### config.mk
export PLATFORM = sky130hd
export DESIGN_NAME = sensor_frame_parser_checksum
export DESIGN_NICKNAME = d
export VERILOG_FILES = /design/src/hdl/sfp_pkg.sv /design/src/hdl/sfp_csr.sv /design/src/hdl/sfp_in_reg.sv /design/src/hdl/sfp_parser.sv /design/src/hdl/sensor_frame_parser_checksum.sv
export SDC_FILE = /design/constraint.sdc
export NUM_CORES = 1
export LEC_CHECK = 0
export BUFFER_PORTS_ARGS = -buffer_cell sky130_fd_sc_hd__buf_4
export CAP_MARGIN = 5
export CORE_MARGIN = 2
export CORE_UTILIZATION = 30
export DETAILED_ROUTE_END_ITERATION = 10
export PLACE_DENSITY = 0.47
export SETUP_SLACK_MARGIN = 0.4
export SLEW_MARGIN = 20
export SYNTH_ARGS = -nofsm -noshare
export SYNTH_HDL_FRONTEND = slang
export SYNTH_SLANG_ARGS = --single-unit
### constraint.sdc
create_clock -name clock -period 10 [get_ports clock]
set_input_delay 0 -clock clock [delete_from_list [all_inputs] [get_ports clock]]
set_output_delay 0 -clock clock [all_outputs]
set_load 0.005 [all_outputs]
### src/hdl/sfp_pkg.sv
// Shared types and constants for the sensor frame parser.
// No dependencies; imported by every module of the block.
`timescale 1ns / 1ps
`default_nettype none

package sfp_pkg;

   localparam int MAX_PAYLOAD = 8;
   localparam int BYTE_W      = 8;
   localparam int LEN_W       = 4;
   localparam int PAYLOAD_W   = 64;
   localparam int STORE_IDX_W = (MAX_PAYLOAD > 1) ? $clog2(MAX_PAYLOAD) : 1;
   localparam int CSR_IDX_W   = 2;
   localparam int CSR_DATA_W  = 8;

   // register indexes on the csr port
   localparam logic [CSR_IDX_W-1:0] CSR_HEADER_FIRST   = 2'd0;
   localparam logic [CSR_IDX_W-1:0] CSR_HEADER_SECOND  = 2'd1;
   localparam logic [CSR_IDX_W-1:0] CSR_PAYLOAD_LENGTH = 2'd2;

   localparam logic [BYTE_W-1:0] HEADER_FIRST_RST   = 8'h55;
   localparam logic [BYTE_W-1:0] HEADER_SECOND_RST  = 8'h53;
   localparam logic [LEN_W-1:0]  PAYLOAD_LENGTH_RST = LEN_W'(MAX_PAYLOAD);

   typedef struct packed {
      logic [BYTE_W-1:0] header_first;
      logic [BYTE_W-1:0] header_second;
      logic [LEN_W-1:0]  payload_length;
   } cfg_type;

   typedef enum logic [2:0] {
      PH_IDLE = 3'b001,
      PH_HDR1 = 3'b010,
      PH_DATA = 3'b100
   } phase_type;

   // length register clamped to 1..MAX_PAYLOAD
   function automatic logic [LEN_W-1:0] eff_length(input logic [LEN_W-1:0] len);
      logic [LEN_W-1:0] n;
      n = len;
      if (n == '0) n = LEN_W'(1);
      if (n > LEN_W'(MAX_PAYLOAD)) n = LEN_W'(MAX_PAYLOAD);
      return n;
   endfunction

endpackage

`default_nettype wire

### src/hdl/sfp_csr.sv
// Configuration registers of the frame parser: header bytes and payload length.
// Depends on sfp_pkg.
`timescale 1ns / 1ps
`default_nettype none

module sfp_csr (
   input  wire logic                          clock,
   input  wire logic                          reset,
   input  wire logic                          csr_wr_en,
   input  wire logic [sfp_pkg::CSR_IDX_W-1:0]  csr_index,
   input  wire logic [sfp_pkg::CSR_DATA_W-1:0] csr_wr_data,
   output sfp_pkg::cfg_type                   cfg
);
   import sfp_pkg::*;

   cfg_type cfg_ff, cfg_in;

   always_comb begin
      cfg_in = cfg_ff;
      if (csr_wr_en) begin
         unique case (csr_index)
            CSR_HEADER_FIRST:   cfg_in.header_first   = csr_wr_data[BYTE_W-1:0];
            CSR_HEADER_SECOND:  cfg_in.header_second  = csr_wr_data[BYTE_W-1:0];
            CSR_PAYLOAD_LENGTH: cfg_in.payload_length = csr_wr_data[LEN_W-1:0];
            default: ; // unmapped index, write dropped
         endcase
      end
   end

   always_ff @(posedge clock) begin
      if (reset) begin
         cfg_ff.header_first   <= HEADER_FIRST_RST;
         cfg_ff.header_second  <= HEADER_SECOND_RST;
         cfg_ff.payload_length <= PAYLOAD_LENGTH_RST;
      end else begin
         cfg_ff <= cfg_in;
      end
   end

   assign cfg = cfg_ff;

endmodule

`default_nettype wire

### src/hdl/sfp_in_reg.sv
// Input register stage: captures one received byte per item.
// Depends on sfp_pkg.
`timescale 1ns / 1ps
`default_nettype none

module sfp_in_reg (
   input  wire logic                      clock,
   input  wire logic                      reset,
   input  wire logic                      req_valid,
   output logic                           req_ready,
   input  wire logic [sfp_pkg::BYTE_W-1:0] req_rx_byte,
   output logic                           out_valid,
   input  wire logic                      out_ready,
   output logic [sfp_pkg::BYTE_W-1:0]      out_byte
);
   import sfp_pkg::*;

   logic              valid_ff, valid_in;
   logic [BYTE_W-1:0] byte_ff, byte_in;
   logic              take;

   assign req_ready = !valid_ff || out_ready;
   assign take      = req_valid && req_ready;

   always_comb begin
      valid_in = valid_ff;
      byte_in  = byte_ff;
      if (take) begin
         valid_in = 1'b1;
         byte_in  = req_rx_byte;
      end else if (out_ready) begin
         valid_in = 1'b0;
      end
   end

   always_ff @(posedge clock) begin
      if (reset) begin
         valid_ff <= 1'b0;
      end else begin
         valid_ff <= valid_in;
      end
   end

   always_ff @(posedge clock) begin
      byte_ff <= byte_in;
   end

   assign out_valid = valid_ff;
   assign out_byte  = byte_ff;

endmodule

`default_nettype wire

### src/hdl/sfp_parser.sv
// Frame parser state machine, payload store, checksum and result register.
// Depends on sfp_pkg.
`timescale 1ns / 1ps
`default_nettype none

module sfp_parser (
   input  wire logic                         clock,
   input  wire logic                         reset,
   input  wire sfp_pkg::cfg_type             cfg,
   input  wire logic                         in_valid,
   output logic                              in_ready,
   input  wire logic [sfp_pkg::BYTE_W-1:0]    in_byte,
   output logic                              rsp_valid,
   input  wire logic                         rsp_ready,
   output logic [sfp_pkg::PAYLOAD_W-1:0]      rsp_frame_payload,
   output logic                              rsp_frame_status
);
   import sfp_pkg::*;

   phase_type         phase_ff, phase_in;
   logic [LEN_W-1:0]  count_ff, count_in;
   logic [BYTE_W-1:0] sum_ff, sum_in;
   logic [BYTE_W-1:0] store_ff [MAX_PAYLOAD];
   logic              store_we;

   logic                 rsp_valid_ff, rsp_valid_in;
   logic [PAYLOAD_W-1:0] payload_ff, payload_in;
   logic                 status_ff, status_in;

   logic                 fire, emit;
   logic [LEN_W-1:0]     len;
   logic [PAYLOAD_W-1:0] packed_payload;

   assign in_ready = !rsp_valid_ff || rsp_ready;
   assign fire     = in_valid && in_ready;
   assign len      = eff_length(cfg.payload_length);

   // bytes below the current length come from the store, the rest read zero
   always_comb begin
      packed_payload = '0;
      for (int i = 0; i < MAX_PAYLOAD; i++) begin
         if (LEN_W'(i) < len) packed_payload[BYTE_W*i +: BYTE_W] = store_ff[i];
      end
   end

   always_comb begin
      phase_in = phase_ff;
      count_in = count_ff;
      sum_in   = sum_ff;
      store_we = 1'b0;
      emit     = 1'b0;
      if (fire) begin
         unique case (phase_ff)
            PH_IDLE: begin
               if (in_byte == cfg.header_first) phase_in = PH_HDR1;
            end
            PH_HDR1: begin
               if (in_byte == cfg.header_second) begin
                  count_in = '0;
                  sum_in   = cfg.header_first + cfg.header_second;
                  phase_in = PH_DATA;
               end else begin
                  phase_in = PH_IDLE;
               end
            end
            PH_DATA: begin
               if (count_ff < len) begin
                  store_we = 1'b1;
                  sum_in   = sum_ff + in_byte;
                  count_in = count_ff + LEN_W'(1);
               end else begin
                  emit     = 1'b1;
                  phase_in = PH_IDLE;
               end
            end
            default: phase_in = PH_IDLE;
         endcase
      end
   end

   always_ff @(posedge clock) begin
      if (reset) begin
         phase_ff <= PH_IDLE;
         count_ff <= '0;
         sum_ff   <= '0;
      end else begin
         phase_ff <= phase_in;
         count_ff <= count_in;
         sum_ff   <= sum_in;
      end
   end

   // payload store, written only during the data phase of a frame
   always_ff @(posedge clock) begin
      if (store_we) store_ff[count_ff[STORE_IDX_W-1:0]] <= in_byte;
   end

   // result register
   always_comb begin
      rsp_valid_in = rsp_valid_ff;
      payload_in   = payload_ff;
      status_in    = status_ff;
      if (emit) begin
         rsp_valid_in = 1'b1;
         payload_in   = packed_payload;
         status_in    = (in_byte != sum_ff);
      end else if (rsp_ready) begin
         rsp_valid_in = 1'b0;
      end
   end

   always_ff @(posedge clock) begin
      if (reset) begin
         rsp_valid_ff <= 1'b0;
      end else begin
         rsp_valid_ff <= rsp_valid_in;
      end
   end

   always_ff @(posedge clock) begin
      payload_ff <= payload_in;
      status_ff  <= status_in;
   end

   assign rsp_valid         = rsp_valid_ff;
   assign rsp_frame_payload = payload_ff;
   assign rsp_frame_status  = status_ff;

endmodule

`default_nettype wire

### src/hdl/sensor_frame_parser_checksum.sv
// Sensor frame parser with two-byte header and 8-bit sum checksum.
// Throughput: one byte item per cycle; stalls only while a result waits on rsp_ready.
// Path: an accepted checksum byte goes through the input register, then the parser
//   and result register, and raises rsp_valid.
// Reset: synchronous, active high; parser returns to header hunt, registers
//   reload 0x55 / 0x53 / length 8. Payload store is not cleared.
`timescale 1ns / 1ps
`default_nettype none

module sensor_frame_parser_checksum (
   input  wire logic                          clock,
   input  wire logic                          reset,
   // byte input channel
   input  wire logic                          req_valid,
   output logic                               req_ready,
   input  wire logic [sfp_pkg::BYTE_W-1:0]     req_rx_byte,
   // frame result channel
   output logic                               rsp_valid,
   input  wire logic                          rsp_ready,
   output logic [sfp_pkg::PAYLOAD_W-1:0]       rsp_frame_payload,
   output logic                               rsp_frame_status,
   // configuration write port
   input  wire logic                          csr_wr_en,
   input  wire logic [sfp_pkg::CSR_IDX_W-1:0]  csr_index,
   input  wire logic [sfp_pkg::CSR_DATA_W-1:0] csr_wr_data
);
   import sfp_pkg::*;

   cfg_type           cfg;
   logic              stg_valid;
   logic              stg_ready;
   logic [BYTE_W-1:0] stg_byte;

   // header bytes and length; user writes only while no item is in flight; unenforced
   sfp_csr u_csr (
      .clock       (clock),
      .reset       (reset),
      .csr_wr_en   (csr_wr_en),
      .csr_index   (csr_index),
      .csr_wr_data (csr_wr_data),
      .cfg         (cfg)
   );

   // input register: keeps req_ready high while the result side flows
   sfp_in_reg u_in_reg (
      .clock       (clock),
      .reset       (reset),
      .req_valid   (req_valid),
      .req_ready   (req_ready),
      .req_rx_byte (req_rx_byte),
      .out_valid   (stg_valid),
      .out_ready   (stg_ready),
      .out_byte    (stg_byte)
   );

   // header hunt, payload collection, checksum compare; result register inside.
   // Only the checksum byte of a frame produces an item on rsp_*.
   sfp_parser u_parser (
      .clock             (clock),
      .reset             (reset),
      .cfg               (cfg),
      .in_valid          (stg_valid),
      .in_ready          (stg_ready),
      .in_byte           (stg_byte),
      .rsp_valid         (rsp_valid),
      .rsp_ready         (rsp_ready),
      .rsp_frame_payload (rsp_frame_payload),
      .rsp_frame_status  (rsp_frame_status)
   );

endmodule

`default_nettype wire

* After elaboration in Yosys (flattened, before gate mapping)
Memory sizes are Yosys's and may differ from the RTL's. A register that Yosys moved wholly into a read port is not among the register bits.
Index checks and enable logic that the tools add are counted.
** Storage, ports and cells
- Output and inout bits :: 67
- Logic and storage cells :: 84
- Memories :: 1
- Memory bits (writable) :: 64
- Register bits :: 46
- Input port bits :: 23
- Bits in latches :: 0
- Bits in read-only memories :: 0
** Memories
- u_parser.store_ff :: depth 8, bits a word 8, rd ports 8, clocked after memory_dff 8, wr ports 1, line sfp_parser.sv:23 : logic [BYTE_W-1:0] store_ff [MAX_PAYLOAD];
** Operators by class
- Muxes and demuxes :: 24
- $lt $le $gt $ge :: 10
- Multipliers :: 0
- Bitwise gates (word level) :: 0
- Divide/modulo/power cells :: 0
- Add/subtract/negate cells :: 3
- Equality and inequality tests :: 12
- Shift-type cells :: 0
- Reductions and logical operators :: 24
** Operators by type and width (number)
- $add A8 B8 Y8 :: 2
- $eq A8 B8 Y1 :: 2
- $lt A3 B4 Y1 const A :: 4
- $mux W4 :: 4
- $mux W8 :: 2
- $pmux W8 S2 :: 1
- $mux W1 :: 12
- $logic_not A1 Y1 :: 10
- $mux W3 :: 3
- $pmux W3 S3 :: 1
- $lt A1 B4 Y1 const A :: 2
- $lt A2 B4 Y1 const A :: 2
- $ne A8 B8 Y1 :: 1
- $pmux W4 S2 :: 1
- $ne A2 B1 Y1 const B :: 3
- $reduce_and A2 Y1 :: 3
- $reduce_bool A2 Y1 :: 3
- $add A4 B1 Y4 const B :: 1
- $gt A4 B4 Y1 const B :: 1
- $logic_not A4 Y1 :: 1
- $lt A4 B4 Y1 :: 1
- $reduce_and A4 Y1 :: 1
- $eq A3 B1 Y1 const B :: 1
- $eq A3 B2 Y1 const B :: 1
- other kinds (8) :: 10

* Logic depth before layout (Yosys ltp)
- Depth after elaboration :: 10
- Gate-level depth with buffers :: 11

* By module
From an unflattened synthesis, not the netlist that was laid out.
** Unflattened totals
- Cell total of the unflattened synthesis :: 518
- Area, all modules :: 7156.9 um^2
** By module, submodules not included
- sfp_parser :: area an instance 6029.5 um^2, instances 1, cells each 423, sequential area each 4194.0 um^2
- sfp_csr :: area an instance 832.0 um^2, instances 1, cells each 82, sequential area each 400.4 um^2
- sfp_in_reg :: area an instance 295.3 um^2, instances 1, cells each 13, sequential area each 260.2 um^2

* Worst setup path after synthesis
No wires, ideal clock.
- Path kind :: reg2reg
- Start :: reg u_csr.cfg_ff (netlist bit u_csr.cfg[3])
- End :: reg u_parser.payload_ff[0] (netlist: u_parser.rsp_frame_payload[0]) (read register of u_parser.store_ff) (enable)
- Data required time :: 9.510 ns
- Path buffers :: 1
- Period minus slack after synthesis :: 4.614 ns
- Library setup time :: 0.490 ns
- Slack :: 5.386 ns
- Data arrival time :: 4.124 ns
- Cell stages (with the launch flop) :: 8
- Path through :: dfxtp_1 > clkbuf_1 > inv_1 > ha_1 > o21a_1 > nor2_1 > a21o_1 > nor2_1
** On the way
- Word-level cells in the longest chain between the ends :: 8
- Elaborated cells between the ends (all ways) :: 10
- Classes of those cells :: order compare (3); mux (5); reduce/logical (2)
** Ends and longest elaborated chain
- start: declaration :: line sfp_csr.sv:16 : cfg_type cfg_ff, cfg_in;
- start signal: assignment :: line sfp_csr.sv:36 : cfg_ff <= cfg_in;
- $logic_not A4 Y1 :: line sfp_pkg.sv:41 : if (n == '0) n = LEN_W'(1);
- $mux W4 (*) :: line sfp_pkg.sv:41
- $gt A4 B4 Y1 :: line sfp_pkg.sv:42 : if (n > LEN_W'(MAX_PAYLOAD)) n = LEN_W'(MAX_PAYLOAD);
- $mux W4 (*) :: line sfp_pkg.sv:42
- $lt A4 B4 Y1 (*) :: line sfp_parser.sv:67 : if (count_ff < len) begin
- $mux W1 (*) :: line sfp_parser.sv:67
- $mux W1 (*) :: line sfp_parser.sv:53 : unique case (phase_ff)
- $mux W1 (*) :: line sfp_parser.sv:52 : if (fire) begin
- net u_parser.emit :: line sfp_parser.sv:30 : logic fire, emit;
- end: declaration :: line sfp_parser.sv:27 : logic [PAYLOAD_W-1:0] payload_ff, payload_in;
Mark *: on every way through the listed nets, which the timed path passes. The rest lies on a longest branch.
A chain may end at the register's enable or synchronous reset.

* Worst setup path in the final report
- Start :: reg u_csr.cfg_ff (netlist bit u_csr.cfg[3])
- End :: reg u_parser.payload_ff[12] (netlist: u_parser.rsp_frame_payload[12]) (read register of u_parser.store_ff) (enable)
Same word-level chain as after synthesis.

==> impl_metrics.csv <==
group,metric,value,unit
grt,grt_pass1_wl,23200,um
timing,hold_viol_final,0,
clock_network,cts_tree,"done",
critical_path,worstPathRequired,10070,ps
yosys,synthArstFlopShare,0,%
critical_path,cp-endpoint,"u_parser.rsp_frame_payload[12]$_SDFFCE_PP0P_",
drt,wire_per_inst,15.9,um
critical_path,arrival,3200,ps
yosys,synth_cell_types,53,
grt,globalRouteTotalUtil,12.8,%
timing,worstMarginPinSlew,1040,ps
yosys,yosysWarnings,0,
floorplanning,start_util,30.8,%
floorplanning,die_w,157,um
timing,maxSlewViolCount,0,
pwr,power_frac_seq,52.6,%
floorplanning,io_pins,90,
pwr,power.share.clock,43.0,%
pwr,cellLeakagePower,0.00322,uW
drt,drt_pass1_iterations,4,
clock_network,cts.sinks,174,
layout,area_growth,26.5,%
pwr,power_frac_comb,4.4,%
floorplanning,die_y,157,um
drt,ant_nets,0,
yosys,synth_area_leaders,"edfxtp_1 59%, dfxtp_1 11%, ha_1 3.2%, nor2b_1 3.1%, mux2i_1 2.9%",
grt,grt_max_degree,35,
yosys,synth_fa_ha_area_share,3.78,%
yosys,synth_edf_count,137,
pwr,p_sw_share,21.7,%
clock_network,cts.path.max_buffers,2,
critical_path,rrSetupSlack,6870,ps
timing,max-slew-margin-rel,30.0,%
timing,fmax,320,MHz
critical_path,crit_fanout,34,
yosys,synth-seq-cells,174,
drt,drt-initial-drc-count,147,
timing,min_period_over_period,31.3,%
yosys,synth_top_family_by_area,"simple AND/OR/NAND/NOR gates",
yosys,ys_dominant_reg_cell,"edfxtp_1",
clock_network,cts_buffers,17,
yosys,yosysTopAreaCell,"edfxtp_1",
placed_design,dpl.hpwl,10300,um
yosys,synth_compound_area_share,5.46,%
yosys,synth_top_area_share,58.7,%
drt,viasPerCell,4.38,
clock_network,clk_latency,420,ps
critical_path,setup.worst_path.start,"u_csr.cfg[3]$_SDFFE_PP1P_",
critical_path,cp-end-kind,"register",
floorplanning,core,0.0228,mm2
grt,grt_pass1_vias,4205,
outcome,status,"finished, final reports clean",
pwr,power_switching,330,uW
yosys,syn_avg_cell_area,14.1,um2
yosys,synthMuxAreaShare,3.02,%
timing,rsz0062_at_grt,"no",
pwr,ir_drop,0.113,mV
clock_network,clk_pin_slew,60,ps
pwr,p_per_area,171,mW/mm2
yosys,yosysSeqAreaShare,69.2,%
clock_network,cts_root_buffer,"clkbuf_16",
critical_path,startpoint_type,"register",
yosys,synth.net_count,542,
floorplanning,rows,55,
min_path,hold_class,"input port to register",
critical_path,worst-setup-path-type,"register to register",
pwr,intPower,1190,uW
timing,finalSetupViolCount,0,
floorplanning,fp.dieArea,0.0246,mm2
drt,vias,4134,
drt,drcViolationCount,0,
placed_design,place.gp.congestion,0.763,
critical_path,rr_worst_depth,7,
critical_path,r2r-end,"u_parser.rsp_frame_payload[12]$_SDFFCE_PP0P_",
yosys,synthCells,499,
grt,grt_remaining_overflow,0,
grt,antenna_found_initial,0,
clock_network,cts_htree_levels,4,
timing,fin_skew,7.46,ps
yosys,synth_xor_area_share,3.12,%
critical_path,rr_startpoint,"u_csr.cfg[3]$_SDFFE_PP1P_",
layout,diodes,0,
placed_design,io_buffers,89,
yosys,syn-cell-area,0.00701,mm2
layout,final_nets,661,
layout,fillCellCount,2146,
clock_network,cts.repair.resized,0,
yosys,yosys.area_share.simple,13.5,%
run,maxCapViolCount,0,
timing,period_minus_slack,3130,ps
pwr,power.total,1520,uW
layout,drive_gt1_share,22.5,%
timing,setup-tns-final,0,ps
drt,wirelength,15000,um
==> per-stage QoR <==
step | setup WS (ps) | hold WS, ps | cells | util (%) | cell area (um2)
4_1_cts | 6770 | 91.8 | 944 | 38.9 | 8860
2_1_floorplan | 5390 | 72.1 | 499 | - | 7010
3_5_place_dp | 6790 | 180 | 889 | 35.3 | 8050
5_1_grt | 6550 | 118 | 944 | 38.9 | 8870
6_report | 6870 | 104 | 944 | 38.9 | 8870
3_3_place_gp | 6910 | 180 | 889 | 35.3 | 8050
==> cell type report <==
class / count / area, um2 / share of cell area [%]
clock buffers: 19 / 433 / 4.88
well taps: 313 / 392 / 4.42
clock inverters: 13 / 150 / 1.69
flip-flops and latches: 174 / 4850 / 54.7
inverters: 10 / 37.5 / 0.423
multi-input cells: 295 / 2040 / 23.0
repair buffers: 120 / 958 / 10.8
==> synth_stat cells, types with 5 or more instances <==
library cell / number
mux2i_1: 20
nand2b_1: 6
edfxtp_1: 137
nor2b_1: 35
o21ai_0: 10
and2_1: 28
xor2_1: 7
a21oi_1: 12
dfxtp_1: 37
inv_1: 10
nand2_1: 33
o21a_1: 6
xnor2_1: 18
clkbuf_1: 16
nand3b_1: 5
nor3_1: 9
ha_1: 18
nor2_1: 36
==> cell families (layout without fill, tap and decap cells) <==
group	Yosys count	in the layout
AND/OR/NAND/NOR	176	176
flip-flops	174	174
AO/OA/AOI/OAI	53	53
buffers and inverters	30	162
XOR/XNOR	25	25
multiplexers	21	21
adder cells (fa/ha/maj)	20	20
==> power by group through the flow <==
stage          Clock, uW  Combinational (uW)  Sequential, uW
5_1_grt              701                74.4             800
3_5_place_dp           0                61.3             816
2_1_floorplan          0                37.0             807
3_3_place_gp           0                60.5             815
4_1_cts              671                68.3             800
6_report             653                67.3             799
==> timing repair <==
item,in CTS,in global routing
hold buffers,23,0
endpoints found under the hold margin,41,0
buffers inserted,0,0
==> cell usage in the layout, fill, tap and decap left out, drive strengths merged, types with 19 or more instances in the layout <==
master | Yosys | routed
buf | 4 | 97
edfxtp | 137 | 137
nor2 | 38 | 38
nor2b | 35 | 35
nand2 | 33 | 33
clkbuf | 16 | 19
mux2i | 20 | 20
dlygate4sd3 | 0 | 23
and2 | 28 | 28
dfxtp | 37 | 37
==> worst min path at each step <==
stage / slack [ps] / from / cells past startpoint / to
2_1_floorplan: 70 / reset / 1 / u_parser.sum_ff[0]$_SDFFE_PP0P_
3_3_place_gp: 180 / req_rx_byte[0] / 1 / u_in_reg.out_byte[0]$_DFFE_PP_
3_5_place_dp: 180 / req_rx_byte[0] / 1 / u_in_reg.out_byte[0]$_DFFE_PP_
4_1_cts: 90 / csr_index[0] / 5 / u_csr.cfg[18]$_SDFFE_PP1P_
5_1_grt: 120 / csr_index[0] / 5 / u_csr.cfg[18]$_SDFFE_PP1P_
6_report: 100 / csr_index[0] / 5 / u_csr.cfg[18]$_SDFFE_PP1P_
==> state kept, by name, summed over array words and instances, names as in the netlist <==
name,cells
u_parser.rsp_valid,1
u_parser.sum_ff,8
u_in_reg.out_byte,8
u_parser.count_ff,4
u_in_reg.out_valid,1
u_parser.store_ff,64
u_parser.rsp_frame_status,1
u_csr.cfg,20
u_parser.rsp_frame_payload,64
u_parser.phase_ff,3
==> critical path, stage by stage, from the launching register on <==
cell and delay, ps:
dfxtp_1 600, inv_1 180, ha_1 310, o21a_1 120
nor2_1 50, a21o_1 230, nor2_4 750, buf_4 520
==> routing by layer <==
layer,wire [um],share of wire [%],vias to the layer above,GRT usage [%]
met5,0,0,-,0
li1,-,-,2029,-
met1,6610,44,2015,15.5
met3,653,4.3,9,3.46
met2,7620,51,81,22.0
met4,147,0.98,0,4.06
Power figures use the tool's default switching activity.
